**src/design/rdsg0_pkg.sv**
```systemverilog
package rdsg0_pkg;

    // Port and field widths
    localparam int SampleW   = 16;
    localparam int CfgIdxW   = 4;
    localparam int CfgDataW  = 64;
    localparam int PiW       = 16;
    localparam int PtyW      = 5;
    localparam int AfW       = 16;
    localparam int PsW       = 64;

    // Group layout
    localparam int DataW     = 16;
    localparam int CheckW    = 10;
    localparam int BlockW    = DataW + CheckW;
    localparam int NumBlocks = 4;
    localparam int GroupBits = BlockW * NumBlocks;
    localparam int BitIdxW   = $clog2(GroupBits);
    localparam int SegW      = 2;

    localparam logic [3:0]      GroupType0 = 4'h0;
    localparam logic [SegW-1:0] SegLast    = 2'd3;
    localparam logic [DataW-1:0] DiStereo  = 16'h0005;

    // Check bits contributed by data bit i: x^(10+i) mod x^10+x^8+x^7+x^5+x^4+x^3+1
    localparam logic [CheckW-1:0] CheckSyn [DataW] = '{
        10'h1b9, 10'h372, 10'h35d, 10'h303, 10'h3bf, 10'h2c7, 10'h037, 10'h06e,
        10'h0dc, 10'h1b8, 10'h370, 10'h359, 10'h30b, 10'h3af, 10'h2e7, 10'h077
    };

    // Configuration register indexes
    typedef enum logic [CfgIdxW-1:0] {
        CfgPi  = 4'd0,
        CfgTp  = 4'd1,
        CfgPty = 4'd2,
        CfgTa  = 4'd3,
        CfgMs  = 4'd4,
        CfgAb  = 4'd5,
        CfgAf  = 4'd6,
        CfgPs  = 4'd7
    } t_cfg_idx;

    // Last seen sign of the reference tone
    typedef enum logic [1:0] {
        SignNone = 2'd0,
        SignPos  = 2'd1,
        SignNeg  = 2'd2
    } t_sign;

    typedef struct packed {
        logic [PiW-1:0]  pi;
        logic            tp;
        logic [PtyW-1:0] pty;
        logic            ta;
        logic            ms;
        logic            ab;
        logic [AfW-1:0]  af;
        logic [PsW-1:0]  ps;
    } t_cfg;

    localparam t_cfg CfgReset = '{
        pi:  '0,
        tp:  1'b0,
        pty: '0,
        ta:  1'b0,
        ms:  1'b0,
        ab:  1'b0,
        af:  '0,
        ps:  64'h2020_2020_2020_2020
    };

    // Check word as an XOR of per-bit syndromes
    function automatic logic [CheckW-1:0] f_check(input logic [DataW-1:0] d);
        logic [CheckW-1:0] c;
        c = '0;
        for (int i = 0; i < DataW; i++) begin
            if (d[i]) begin
                c = c ^ CheckSyn[i];
            end
        end
        return c;
    endfunction

    function automatic logic [BlockW-1:0] f_block(input logic [DataW-1:0] d);
        return {d, f_check(d)};
    endfunction

    // Whole group, block one in the top bits, first bit sent at the MSB
    function automatic logic [GroupBits-1:0] f_build(input t_cfg cfg,
                                                     input logic [SegW-1:0] seg);
        logic [DataW-1:0] b1;
        logic [DataW-1:0] b2;
        logic [DataW-1:0] b3;
        b1 = {GroupType0, cfg.ab, cfg.tp, cfg.pty, cfg.ta, cfg.ms, 1'b0, seg};
        if (seg == SegLast) begin
            b1 = b1 | DiStereo;
        end
        b2 = cfg.ab ? cfg.pi : cfg.af;
        b3 = cfg.ps[(PsW - 1) - DataW * int'(seg) -: DataW];
        return {f_block(cfg.pi), f_block(b1), f_block(b2), f_block(b3)};
    endfunction

endpackage

```
**src/design/rds_group0_bit_encoder_top.sv**
```systemverilog
// Timing: a sample passes through the input register, then the result register.
// Throughput: one sample per cycle while the output is ready; a new sample is
// taken while a result waits only if the input register is empty.
// Reset (synchronous, active low): registers but r_sample take reset values, the
// group for segment zero is loaded and no item is held in either stage.
module rds_group0_bit_encoder_top (
    input  logic                              i_clk,
    input  logic                              i_rst_n,
    input  logic                              i_cfg_valid,
    output logic                              o_cfg_ready,
    input  logic [rdsg0_pkg::CfgIdxW-1:0]     i_cfg_index,
    input  logic [rdsg0_pkg::CfgDataW-1:0]    i_cfg_data,
    input  logic                              i_in_valid,
    output logic                              o_in_ready,
    input  logic signed [rdsg0_pkg::SampleW-1:0] i_ref_sample,
    output logic                              o_out_valid,
    input  logic                              i_out_ready,
    output logic                              o_rds_level
);
    import rdsg0_pkg::*;

    t_cfg                       r_cfg;
    logic                       r_s1_valid;
    logic signed [SampleW-1:0]  r_sample;
    logic                       r_out_valid;
    logic                       r_level;
    logic [GroupBits-1:0]       r_group;
    logic [SegW-1:0]            r_seg;
    logic [BitIdxW-1:0]         r_bit_idx;
    t_sign                      r_last_sign;
    logic                       r_xcount;

    logic                       w_s2_load;
    logic                       w_s1_ready;
    logic                       w_fire;
    t_sign                      w_sign;
    logic                       w_cross;
    logic                       w_adv;
    logic                       w_wrap;
    logic [BitIdxW-1:0]         w_idx_inc;
    logic [SegW-1:0]            w_seg_nxt;
    logic [GroupBits-1:0]       w_group_nxt;
    logic                       w_bit;

    logic                       n_level;
    logic [GroupBits-1:0]       n_group;
    logic [SegW-1:0]            n_seg;
    logic [BitIdxW-1:0]         n_bit_idx;
    logic                       n_xcount;

    assign o_cfg_ready = 1'b1;

    // Write configuration registers; unknown indexes drop the write
    always_ff @(posedge i_clk) begin
        if (!i_rst_n) begin
            r_cfg <= CfgReset;
        end else if (i_cfg_valid) begin
            unique case (t_cfg_idx'(i_cfg_index))
                CfgPi:   r_cfg.pi  <= i_cfg_data[PiW-1:0];
                CfgTp:   r_cfg.tp  <= i_cfg_data[0];
                CfgPty:  r_cfg.pty <= i_cfg_data[PtyW-1:0];
                CfgTa:   r_cfg.ta  <= i_cfg_data[0];
                CfgMs:   r_cfg.ms  <= i_cfg_data[0];
                CfgAb:   r_cfg.ab  <= i_cfg_data[0];
                CfgAf:   r_cfg.af  <= i_cfg_data[AfW-1:0];
                CfgPs:   r_cfg.ps  <= i_cfg_data[PsW-1:0];
                default: r_cfg     <= r_cfg;
            endcase
        end
    end

    // Handshake between the input register and the result register
    assign w_s2_load  = !r_out_valid || i_out_ready;
    assign w_s1_ready = !r_s1_valid || w_s2_load;
    assign w_fire     = r_s1_valid && w_s2_load;
    assign o_in_ready = w_s1_ready;

    // Capture the incoming item
    always_ff @(posedge i_clk) begin
        if (!i_rst_n) begin
            r_s1_valid <= 1'b0;
        end else if (w_s1_ready) begin
            r_s1_valid <= i_in_valid;
        end
    end

    always_ff @(posedge i_clk) begin
        if (i_in_valid && w_s1_ready) begin
            r_sample <= i_ref_sample;
        end
    end

    // Detect crossings; every second one advances a bit
    assign w_sign      = (r_sample > 0) ? SignPos : SignNeg;
    assign w_cross     = (w_sign != r_last_sign);
    assign w_adv       = w_cross && r_xcount;
    assign w_wrap      = (r_bit_idx == BitIdxW'(GroupBits - 1));
    assign w_idx_inc   = r_bit_idx + 1'b1;
    assign w_seg_nxt   = r_seg + 1'b1;
    assign w_group_nxt = f_build(r_cfg, w_seg_nxt);
    assign w_bit       = w_wrap ? w_group_nxt[GroupBits-1]
                                : r_group[BitIdxW'(GroupBits - 1) - w_idx_inc];

    // Next state of the encoder
    always_comb begin
        n_xcount  = w_cross ? !r_xcount : r_xcount;
        n_level   = r_level;
        n_group   = r_group;
        n_seg     = r_seg;
        n_bit_idx = r_bit_idx;
        if (w_adv) begin
            n_level = r_level ^ w_bit;
            if (w_wrap) begin
                n_bit_idx = '0;
                n_seg     = w_seg_nxt;
                n_group   = w_group_nxt;
            end else begin
                n_bit_idx = w_idx_inc;
            end
        end
    end

    // Advance the encoder and load the result register
    always_ff @(posedge i_clk) begin
        if (!i_rst_n) begin
            r_out_valid <= 1'b0;
            r_level     <= CfgReset.pi[PiW-1];
            r_group     <= f_build(CfgReset, '0);
            r_seg       <= '0;
            r_bit_idx   <= '0;
            r_last_sign <= SignNone;
            r_xcount    <= 1'b0;
        end else begin
            if (w_s2_load) begin
                r_out_valid <= r_s1_valid;
            end
            if (w_fire) begin
                r_level     <= n_level;
                r_group     <= n_group;
                r_seg       <= n_seg;
                r_bit_idx   <= n_bit_idx;
                r_last_sign <= w_sign;
                r_xcount    <= n_xcount;
            end
        end
    end

    assign o_out_valid = r_out_valid;
    assign o_rds_level = r_level;

endmodule

```
**config.mk**
```make
export PLATFORM = sky130hd
export DESIGN_NAME = rds_group0_bit_encoder_top
export DESIGN_NICKNAME = d
export VERILOG_FILES = /design/src/design/rdsg0_pkg.sv /design/src/design/rds_group0_bit_encoder_top.sv
export SDC_FILE = /design/constraint.sdc
export NUM_CORES = 1
export LEC_CHECK = 0
export BUFFER_PORTS_ARGS = -buffer_cell sky130_fd_sc_hd__clkbuf_2
export CORE_UTILIZATION = 60
export DETAILED_ROUTE_END_ITERATION = 6
export GPL_TIMING_DRIVEN = 0
export PLACE_DENSITY = 0.89
export RECOVER_POWER = 50
export SYNTH_ARGS = -nofsm -noshare
export SYNTH_HDL_FRONTEND = slang
export SYNTH_SLANG_ARGS = --single-unit
```
**constraint.sdc**
```tcl
create_clock -name i_clk -period 3.51 [get_ports i_clk]
set_input_delay 0.351 -clock i_clk [delete_from_list [all_inputs] [get_ports i_clk]]
set_output_delay 0.351 -clock i_clk [all_outputs]
set_load 0.02 [all_outputs]
```
==> flow_summary.json, run 1 <==
{
  "status": "complete, no violations",
  "dieArea_um2": 19800,
  "intPower_mw": 4.63,
  "slew_headroom_pct": 38.3,
  "seq_area_um2": 4870,
  "vias": 9927,
  "crit_start": "r_seg[0]",
  "cap_violations": 0,
  "ant_nets": 0,
  "grt_max_degree": 17,
  "rsz0062_at_grt": "false",
  "place_congestion": 0.951,
  "switching_share_pct": 22.3,
  "path_cells": "buf_6, buf_6, inv_1, ha_4, buf_8, buf_8, mux4_2, xor2_1, xnor2_2, xor2_2, xnor2_1, nor2_1, o21ai_1",
  "cts_max_level": 1,
  "pwr-share-comb_pct": 6.4,
  "layout_min_cycle_time_ps": 3410,
  "clock.fmax_mhz": 293,
  "worst_pin_slew_ps": 925,
  "core_um2": 18800,
  "critPathMaxFanout": 10,
  "p_leak_nw": 4.71,
  "layout.cells.most_common_list": "nand2_1, dfxtp_1, a21oi_1",
  "detail_route.wl_per_cell_um": 19.7,
  "synth_cell_types": 60,
  "cts_tree": "built",
  "cpPeakStageDelay_ps": 610,
  "num_rows": 50,
  "clkPwrFrac_pct": 47.5,
  "drt_iter0_drc": 947,
  "cts_made_buffers": 25,
  "crit_slowest_cell": "mux4_2",
  "finalCritPeriodShare_pct": 97.3,
  "fin_cells": 1649,
  "syn_area_um2": 11600,
  "power_switching_mw": 1.33,
  "die_x_um": 141,
  "crit_end": "r_group[8]",
  "syn_to_final_growth_pct": 15.2,
  "ff2ff_setup_slack_ps": 100,
  "whs_path_depth": 1,
  "worst_ep_required_time_ps": 3880,
  "synth_nets": 1370,
  "critical_path.startpoint_type": "register",
  "syn_inst": 1275,
  "overflow": 0,
  "firstDrtPassIters": 6,
  "cp-end-kind": "register",
  "clkSinkCount": 235,
  "setup.worst_path.class": "reg2reg",
  "track_usage_pct": 32.8,
  "clock_path_buffers": 3,
  "start_util_pct": 61.6,
  "pwr-share-seq_pct": 46.1,
  "worstRegToRegCells": 13,
  "hold_class": "in2reg",
  "vias_per_cell": 6.02,
  "r2r_end": "r_group[8]",
  "antenna_found_initial": 0,
  "synth-edff-count": 16,
  "whs_ps": 12.4,
  "worstPathArrival_ps": 3780,
  "fill_cells": 1349,
  "wirelength_mm": 32.5,
  "power_per_cell_area_nw_per_um2": 448,
  "layout.nets": 1492,
  "drv_slew": 0,
  "ys.flop_type": "dfxtp_1",
  "final_common_cell": "nand2_1",
  "async_reset_ff_share_pct": 0,
  "drc": 0,
  "hold_viol": 0,
  "n_antenna_cell": 0,
  "timing.rr.start": "r_seg[0]",
  "fin_skew_ps": 9.11,
  "pin_count": 93,
  "synth-seq-area-share_pct": 42.1,
  "layout-drive-gt1-share_pct": 15.1,
  "grt_pass1_wl_mm": 50.6,
  "finalSetupViolations": 0,
  "path_clk_slew_ps": 60,
  "place_inst": 1596,
  "vdd_ir_drop_max_mv": 0.382,
  "grt_pass1_vias": 9597,
  "insertion_delay_ps": 520,
  "place.port_buffers": 87,
  "post-dp-hpwl_mm": 23.4,
  "die_y_um": 141,
  "multi_input_comb_area_um2": 6270,
  "ys_warn_count": 0,
  "root_buffer": "clkbuf_16",
  "synth.avg_cell_area_um2": 9.06,
  "ys_ff_latch": 235
}
[sequential cells by signal, summed over array words and instances (netlist names)]
name,cells
r_xcount,1
o_rds_level,1
r_s1_valid,1
o_out_valid,1
r_last_sign,2
r_bit_idx,7
r_cfg,105
r_seg,1
r_group,100
r_sample,16
[per-stage QoR]
stage	worst slack [ps]	area, um2	total power [mW]	util [%]	setup TNS (ps)
floorplan	279	11600	3.04	-	0
global placement	-312	12300	3.16	65.5	-1750
detailed placement	-409	12300	3.17	65.5	-2770
CTS	32.2	13200	5.95	70.5	0
global route	3.93	13300	6.11	70.9	0
finish	96.2	13300	5.96	70.9	0
[layer usage]
layer / GRT usage, % / wire length, um / part of all wire, %
met1: 42.1 / 12800 / 39
met2: 55.1 / 15600 / 48
met3: 5.43 / 2880 / 8.9
met4: 13.3 / 1220 / 3.8
met5: 0 / 0 / 0
[cell families after synthesis]
logic type | share of synthesized area, %
AND/OR/NAND/NOR | 16.1
flip-flops | 42.1
buffers and inverters | 4.05
AO/OA/AOI/OAI | 10.3
multiplexers | 13.2
adder cells (fa/ha/maj) | 0.650
XOR/XNOR | 13.6
other | 0.0325
[synthesized netlist by cell type, types with 16 or more instances]
cell	number	share of area (%)
a211oi_1	34	2.2
xor2_1	46	3.5
clkbuf_1	69	2.2
mux2i_1	59	5.1
nor2_1	86	2.8
a21oi_1	140	6.1
nand2_1	297	9.6
nand3_1	22	0.95
mux4_2	36	7.0
xnor2_1	113	8.6
buf_2	19	0.82
edfxtp_1	16	4.2
dfxtp_1	219	38
[timing repair]
action	CTS	global route
endpoints found under the hold margin	3	3
resized for setup	7	8
hold buffers	3	3
buffers inserted	1	2
pin swaps	1	1
endpoints found under the setup margin	11	8
[worst min path at each step]
stage / endpoint / from / slack [ps]
finish: r_sample[4] / i_ref_sample[4] / 10
global route: r_sample[8] / i_ref_sample[8] / 2
CTS: r_sample[15] / i_ref_sample[15] / 0.1
detailed placement: r_group[64] / r_group[64] / 440
global placement: r_group[17] / r_group[17] / 440
floorplan: r_group[60] / r_group[60] / 430
[power groups by stage]
stage / Clock [mW] / Sequential, mW / Combinational (mW)
CTS: 2.83 / 2.75 / 0.372
floorplan: 0 / 2.80 / 0.236
detailed placement: 0 / 2.81 / 0.364
global placement: 0 / 2.80 / 0.356
finish: 2.83 / 2.75 / 0.382
global route: 2.95 / 2.75 / 0.407
[critical path, delay by kind of cell (launching register included)]
| kind | cells | cell delay, ps |
|---|---|---|
| buf+inv | 5 | 840 |
| mux | 1 | 610 |
| flops | 1 | 400 |
| compound gates | 1 | 90 |
| xor+xnor | 4 | 860 |
| simple gates | 1 | 120 |
| fa+ha+maj | 1 | 310 |
[cell type report]
type,instances,share of cell area (%)
multi-input combinational,931,47.1
sequential,235,36.6
clock buffer,37,5.56
timing repair buffer,96,3.85
buffer,100,3.39
tap,234,2.20
clock inverter,8,1.09
inverter,8,0.226
Power figures use the tool's default switching activity.
==> inputs of run 2 (changes only) <==
--- a/config.mk
+++ b/config.mk
@@ -6,11 +6,13 @@
 export NUM_CORES = 1
 export LEC_CHECK = 0
 export BUFFER_PORTS_ARGS = -buffer_cell sky130_fd_sc_hd__clkbuf_2
+export CORE_ASPECT_RATIO = 0.75
 export CORE_UTILIZATION = 60
 export DETAILED_ROUTE_END_ITERATION = 6
 export GPL_TIMING_DRIVEN = 0
 export PLACE_DENSITY = 0.89
 export RECOVER_POWER = 50
+export SLEW_MARGIN = 20
 export SYNTH_ARGS = -nofsm -noshare
 export SYNTH_HDL_FRONTEND = slang
 export SYNTH_SLANG_ARGS = --single-unit
==> flow_summary.json, run 2 (same netlist as run 1, synthesis figures left out) <==
{
  "status": "complete, no violations",
  "top_regs": "r_cfg: 105 flops, r_group: 100 flops, r_sample: 16 flops",
  "r2r_end": "r_group[0]",
  "start_util_pct": 61.9,
  "multi_input_comb_area_um2": 6280,
  "drc": 0,
  "post-dp-hpwl_mm": 24.0,
  "cts_max_level": 1,
  "p_leak_nw": 4.64,
  "wirelength_mm": 33.7,
  "root_buffer": "clkbuf_16",
  "worst_ep_required_time_ps": 3950,
  "die_x_um": 162,
  "regMostFlops": "r_cfg",
  "slew_headroom_pct": 34.8,
  "pre_cts_slack_ps": -324,
  "cap_violations": 0,
  "overflow": 0,
  "grt_pass1_wl_mm": 51.3,
  "fin_skew_ps": 13.5,
  "crit_start": "r_seg[0]",
  "cp-end-kind": "register",
  "clock_path_buffers": 3,
  "grt_max_degree": 17,
  "cts_tree": "built",
  "critPathMaxFanout": 10,
  "seq_area_um2": 4870,
  "die_y_um": 122,
  "crit_end": "r_group[0]",
  "fin_ws_ps": 74.9,
  "cts_made_buffers": 23,
  "ant_nets": 0,
  "place_congestion": 1.00,
  "clkSinkCount": 235,
  "fill_cells": 1367,
  "power_mw": 5.59,
  "clock.fmax_mhz": 291,
  "hold_viol": 0,
  "drv_slew": 0,
  "layout_min_cycle_time_ps": 3440,
  "antenna_found_initial": 0,
  "place.port_buffers": 87,
  "layout-drive-gt1-share_pct": 14.8,
  "ff2ff_setup_slack_ps": 70,
  "dieArea_um2": 19800,
  "vdd_ir_drop_max_mv": 0.367,
  "finalCritPeriodShare_pct": 97.9,
  "path_clk_slew_ps": 70,
  "detail_route.wl_per_cell_um": 20.3,
  "worstRegToRegCells": 12,
  "rsz0062_at_grt": "true",
  "pin_count": 93,
  "layout.cells.most_common_list": "nand2_1, dfxtp_1, a21oi_1",
  "hold_class": "in2reg",
  "timing.rr.start": "r_seg[0]",
  "grt_pass1_vias": 9474,
  "n_antenna_cell": 0,
  "finalSetupViolations": 0,
  "firstDrtPassIters": 5,
  "core_um2": 18700,
  "layout.nets": 1487,
  "insertion_delay_ps": 530,
  "drt_iter0_drc": 1254,
  "critical_path.startpoint_type": "register",
  "worstPathArrival_ps": 3870,
  "vias": 9995,
  "final_common_cell": "nand2_1",
  "num_rows": 43,
  "syn_to_final_growth_pct": 13.8,
  "vias_per_cell": 6.04,
  "worst_pin_slew_ps": 964,
  "setup.worst_path.class": "reg2reg",
  "largest_reg_flops": 105,
  "track_usage_pct": 34.1,
  "power_per_cell_area_nw_per_um2": 425
}
-- run 2: cell types whose count changed in the layout (fill, tap and decap cells not counted), moves of 2 or more --
cell and delta:
dlygate4sd3_1 -4, xnor2_1 -2, clkinvlp_4 -2, bufinv_16 -2
clkbuf_1 +3, clkbuf_16 -2, clkbuf_8 -6, clkinv_2 +6
clkbuf_2 -2, xnor2_2 +2
-- run 2: worst max-delay path, stage by stage (launching register included) --
cell,delay [ps]
dfxtp_2,410
buf_6,190
buf_6,190
inv_1,90
ha_1,340
buf_6,190
mux4_2,590
xor2_2,200
xnor3_2,490
xnor2_2,230
xnor2_1,160
nand2_1,80
a21oi_1,160
-- run 2: layout make-up --
class	instances	share of cell area, %
Clock buffer	30	4.65
Clock inverter	12	0.895
Sequential cell	235	37.0
Tap cell	247	2.35
Timing Repair Buffer	93	3.64
Buffer	100	3.41
Inverter	8	0.228
Multi-Input combinational cell	931	47.8
-- run 2: worst min-delay path by stage --
stage / depth (start not counted) / to / slack [ps] / start
6_report: 1 / r_sample[14] / 8 / i_ref_sample[14]
3_3_place_gp: 2 / r_group[16] / 440 / r_group[16]
4_1_cts: 1 / r_sample[4] / 1 / i_ref_sample[4]
3_5_place_dp: 2 / r_cfg[42] / 440 / r_cfg[42]
5_1_grt: 1 / r_sample[11] / 0.8 / i_ref_sample[11]
2_1_floorplan: 2 / r_group[60] / 430 / r_group[60]
-- run 2: report_power, final --
part	switching (mW)	internal, mW
clock network	1.07	1.38
logic	0.233	0.152
registers	0.0212	2.73
total	1.33	4.26
-- run 2: timing repair --
action,4_1_cts,5_1_grt
resized for setup,5,10
hold buffers,1,1
endpoints found under the setup margin,11,10
hold endpoints to repair,1,1
buffers inserted,1,3
cloned,0,0
pin swaps,1,1
-- run 2: stage by stage --
step	cell area [um2]	TNS [ps]	std cells	hold slack, ps	util (%)
finish	13100	0	1656	7.57	70.4
global route	13100	-14.3	1656	0.816	70.4
CTS	13100	0	1652	1.45	70.0
detailed placement	12300	-1760	1609	444	65.9
global placement	12300	-1110	1609	438	65.9
floorplan	11600	0	1275	429	-
-- run 2: routing by layer --
layer | GRT usage [%] | wire (um) | share of wire [%]
met4 | 12.2 | 1000 | 3.0
met2 | 51.6 | 14600 | 43
met1 | 47.2 | 13900 | 41
met3 | 8.51 | 4190 | 12
met5 | 0 | 0 | 0
==> inputs of run 3 (changes only) <==
--- a/config.mk
+++ b/config.mk
@@ -5,7 +5,7 @@
 export SDC_FILE = /design/constraint.sdc
 export NUM_CORES = 1
 export LEC_CHECK = 0
-export BUFFER_PORTS_ARGS = -buffer_cell sky130_fd_sc_hd__clkbuf_2
+export BUFFER_PORTS_ARGS = -buffer_cell sky130_fd_sc_hd__buf_2
 export CORE_ASPECT_RATIO = 0.75
 export CORE_UTILIZATION = 60
 export DETAILED_ROUTE_END_ITERATION = 6
==> flow_summary.json, run 3 (same netlist as run 1, synthesis figures left out) <==
{
  "p_leak_nw": 4.68,
  "ant_nets": 0,
  "top_regs": "r_cfg: 105 flops, r_group: 100 flops, r_sample: 16 flops",
  "power_per_cell_area_nw_per_um2": 434,
  "layout_min_cycle_time_ps": 3460,
  "status": "complete, but fails checks",
  "violations": "design-rule violations",
  "fin_ws_ps": 47.9,
  "crit_start": "r_seg[0]",
  "start_util_pct": 61.9,
  "clkPwrFrac_pct": 45.6,
  "path_buf_inv": 4,
  "finalCritPeriodShare_pct": 98.6,
  "worstRegToRegCells": 12,
  "post-dp-hpwl_mm": 24.3,
  "seq_area_um2": 4870,
  "num_rows": 43,
  "antenna_found_initial": 1,
  "n_antenna_cell": 0,
  "wirelength_mm": 34.3,
  "layout.cells.most_common_list": "nand2_1, dfxtp_1, a21oi_1",
  "detail_route.wl_per_cell_um": 20.6,
  "setup.worst_path.class": "reg2reg",
  "multi_input_comb_area_um2": 6300,
  "timing.rr.start": "r_seg[0]",
  "ff2ff_setup_slack_ps": 50,
  "vias": 10100,
  "hold_viol": 0,
  "r2r_end": "r_group[0]",
  "critPathTopFamily": "XOR/XNOR gates",
  "grt_pass1_vias": 9324,
  "vias_per_cell": 6.09,
  "design_area_um2": 13300,
  "worstPathArrival_ps": 3900,
  "cp.depth": 12,
  "final_util_pct": 71.1,
  "drt_iter0_drc": 1290,
  "grt_pass1_wl_mm": 51.1,
  "pin_count": 93,
  "critPathMaxFanout": 10,
  "clock_path_buffers": 3,
  "insertion_delay_ps": 530,
  "cts_max_level": 1,
  "path_clk_slew_ps": 60,
  "layout.nets": 1492,
  "clock.fmax_mhz": 289,
  "path_cells": "buf_6, buf_8, inv_1, ha_1, buf_8, mux4_2, xor2_4, xnor3_2, xnor2_2, xnor2_1, nand2_1, a21oi_1",
  "cap_violations": 0,
  "regMostFlops": "r_cfg",
  "critical_path.startpoint_type": "register",
  "die_x_um": 162,
  "crit_slowest_cell": "mux4_2",
  "cts_tree": "built",
  "pwr-share-seq_pct": 47.6,
  "cp-end-kind": "register",
  "layout-drive-gt1-share_pct": 15.8,
  "place_congestion": 0.974,
  "cts_made_buffers": 23,
  "worst_ep_required_time_ps": 3940,
  "vdd_ir_drop_max_mv": 0.418,
  "cpPeakStageDelay_ps": 600,
  "drv_slew": 0,
  "path_common_cell": "buf_8",
  "track_usage_pct": 33.9,
  "root_buffer": "clkbuf_16",
  "finalSetupViolations": 0,
  "slew_headroom_pct": 35.6,
  "whs_ps": 16.5,
  "final_common_cell": "nand2_1",
  "grt_max_degree": 17,
  "intPower_mw": 4.42,
  "fin_skew_ps": 24.7,
  "fill_cells": 1304,
  "firstDrtPassIters": 7,
  "dieArea_um2": 19800,
  "drc": 2,
  "postPlaceCellArea_um2": 12300,
  "place.port_buffers": 87,
  "power_switching_mw": 1.35,
  "overflow": 0,
  "largest_reg_flops": 105,
  "worst_pin_slew_ps": 965,
  "switching_share_pct": 23.4,
  "pwr-share-comb_pct": 6.8,
  "die_y_um": 122,
  "clkSinkCount": 235,
  "setup_tns_ps": 0,
  "hold_class": "in2reg",
  "pre_cts_slack_ps": -393,
  "core_um2": 18700,
  "crit_end": "r_group[0]",
  "syn_to_final_growth_pct": 14.9
}
[run 3: cell count changes in the layout (fill, tap and decap cells not counted), sizes merged]
cell         delta
buf            +92
clkbuf         -85
clkinv          -4
clkinvlp        +3
dlygate4sd3     -2
bufinv          +1
[run 3: per-stage QoR]
| step | power [mW] | std cells |
|---|---|---|
| 2_1_floorplan | 3.04 | 1275 |
| 3_3_place_gp | 3.17 | 1609 |
| 3_5_place_dp | 3.18 | 1609 |
| 4_1_cts | 5.75 | 1653 |
| 5_1_grt | 5.89 | 1661 |
| 6_report | 5.77 | 1661 |
[run 3: final cells by class]
class,count,share of cell area [%]
Buffer,100,3.43
Clock buffer,30,4.91
Clock inverter,12,1.13
Inverter,8,0.226
Multi-Input combinational cell,931,47.4
Sequential cell,235,36.7
Tap cell,247,2.33
Timing Repair Buffer,98,3.88
[run 3: worst register-to-register path, delay by kind of cell, from the launching register on]
kind	cells	cell delay, ps
AO/OA/AOI/OAI	1	170
AND/OR/NAND/NOR	1	80
flip-flops	1	390
XOR/XNOR	4	1150
adder cells (fa/ha/maj)	1	340
multiplexers	1	610
buffers and inverters	4	630
[run 3: timing repair]
item                                    4_1_cts  5_1_grt
endpoints found under the setup margin       11       11
resized for setup                             8       11
hold buffers                                  0        0
endpoints found under the hold margin         0        0
setup buffers                                 3        8
pin swaps                                     2        4
[run 3: per-layer routing]
metal	part of all wire [%]	GRT usage [%]
met1	42	47.8
met2	43	51.7
met3	12	7.56
met4	3.1	10.6
met5	0	0
[run 3: worst min path at each step]
stage,from,endpoint,depth (start not counted)
finish,i_ref_sample[5],r_sample[5],1
global route,i_ref_sample[10],r_sample[10],1
CTS,i_ref_sample[3],r_sample[3],1
detailed placement,r_group[81],r_group[81],2
global placement,r_group[21],r_group[21],2
floorplan,r_group[60],r_group[60],2
[run 3: power by group through the flow]
stage / Sequential, mW / Combinational [mW] / Clock [mW]
floorplan: 2.80 / 0.236 / 0
global route: 2.75 / 0.413 / 2.73
global placement: 2.81 / 0.361 / 0
finish: 2.75 / 0.391 / 2.63
detailed placement: 2.81 / 0.369 / 0
CTS: 2.75 / 0.376 / 2.62
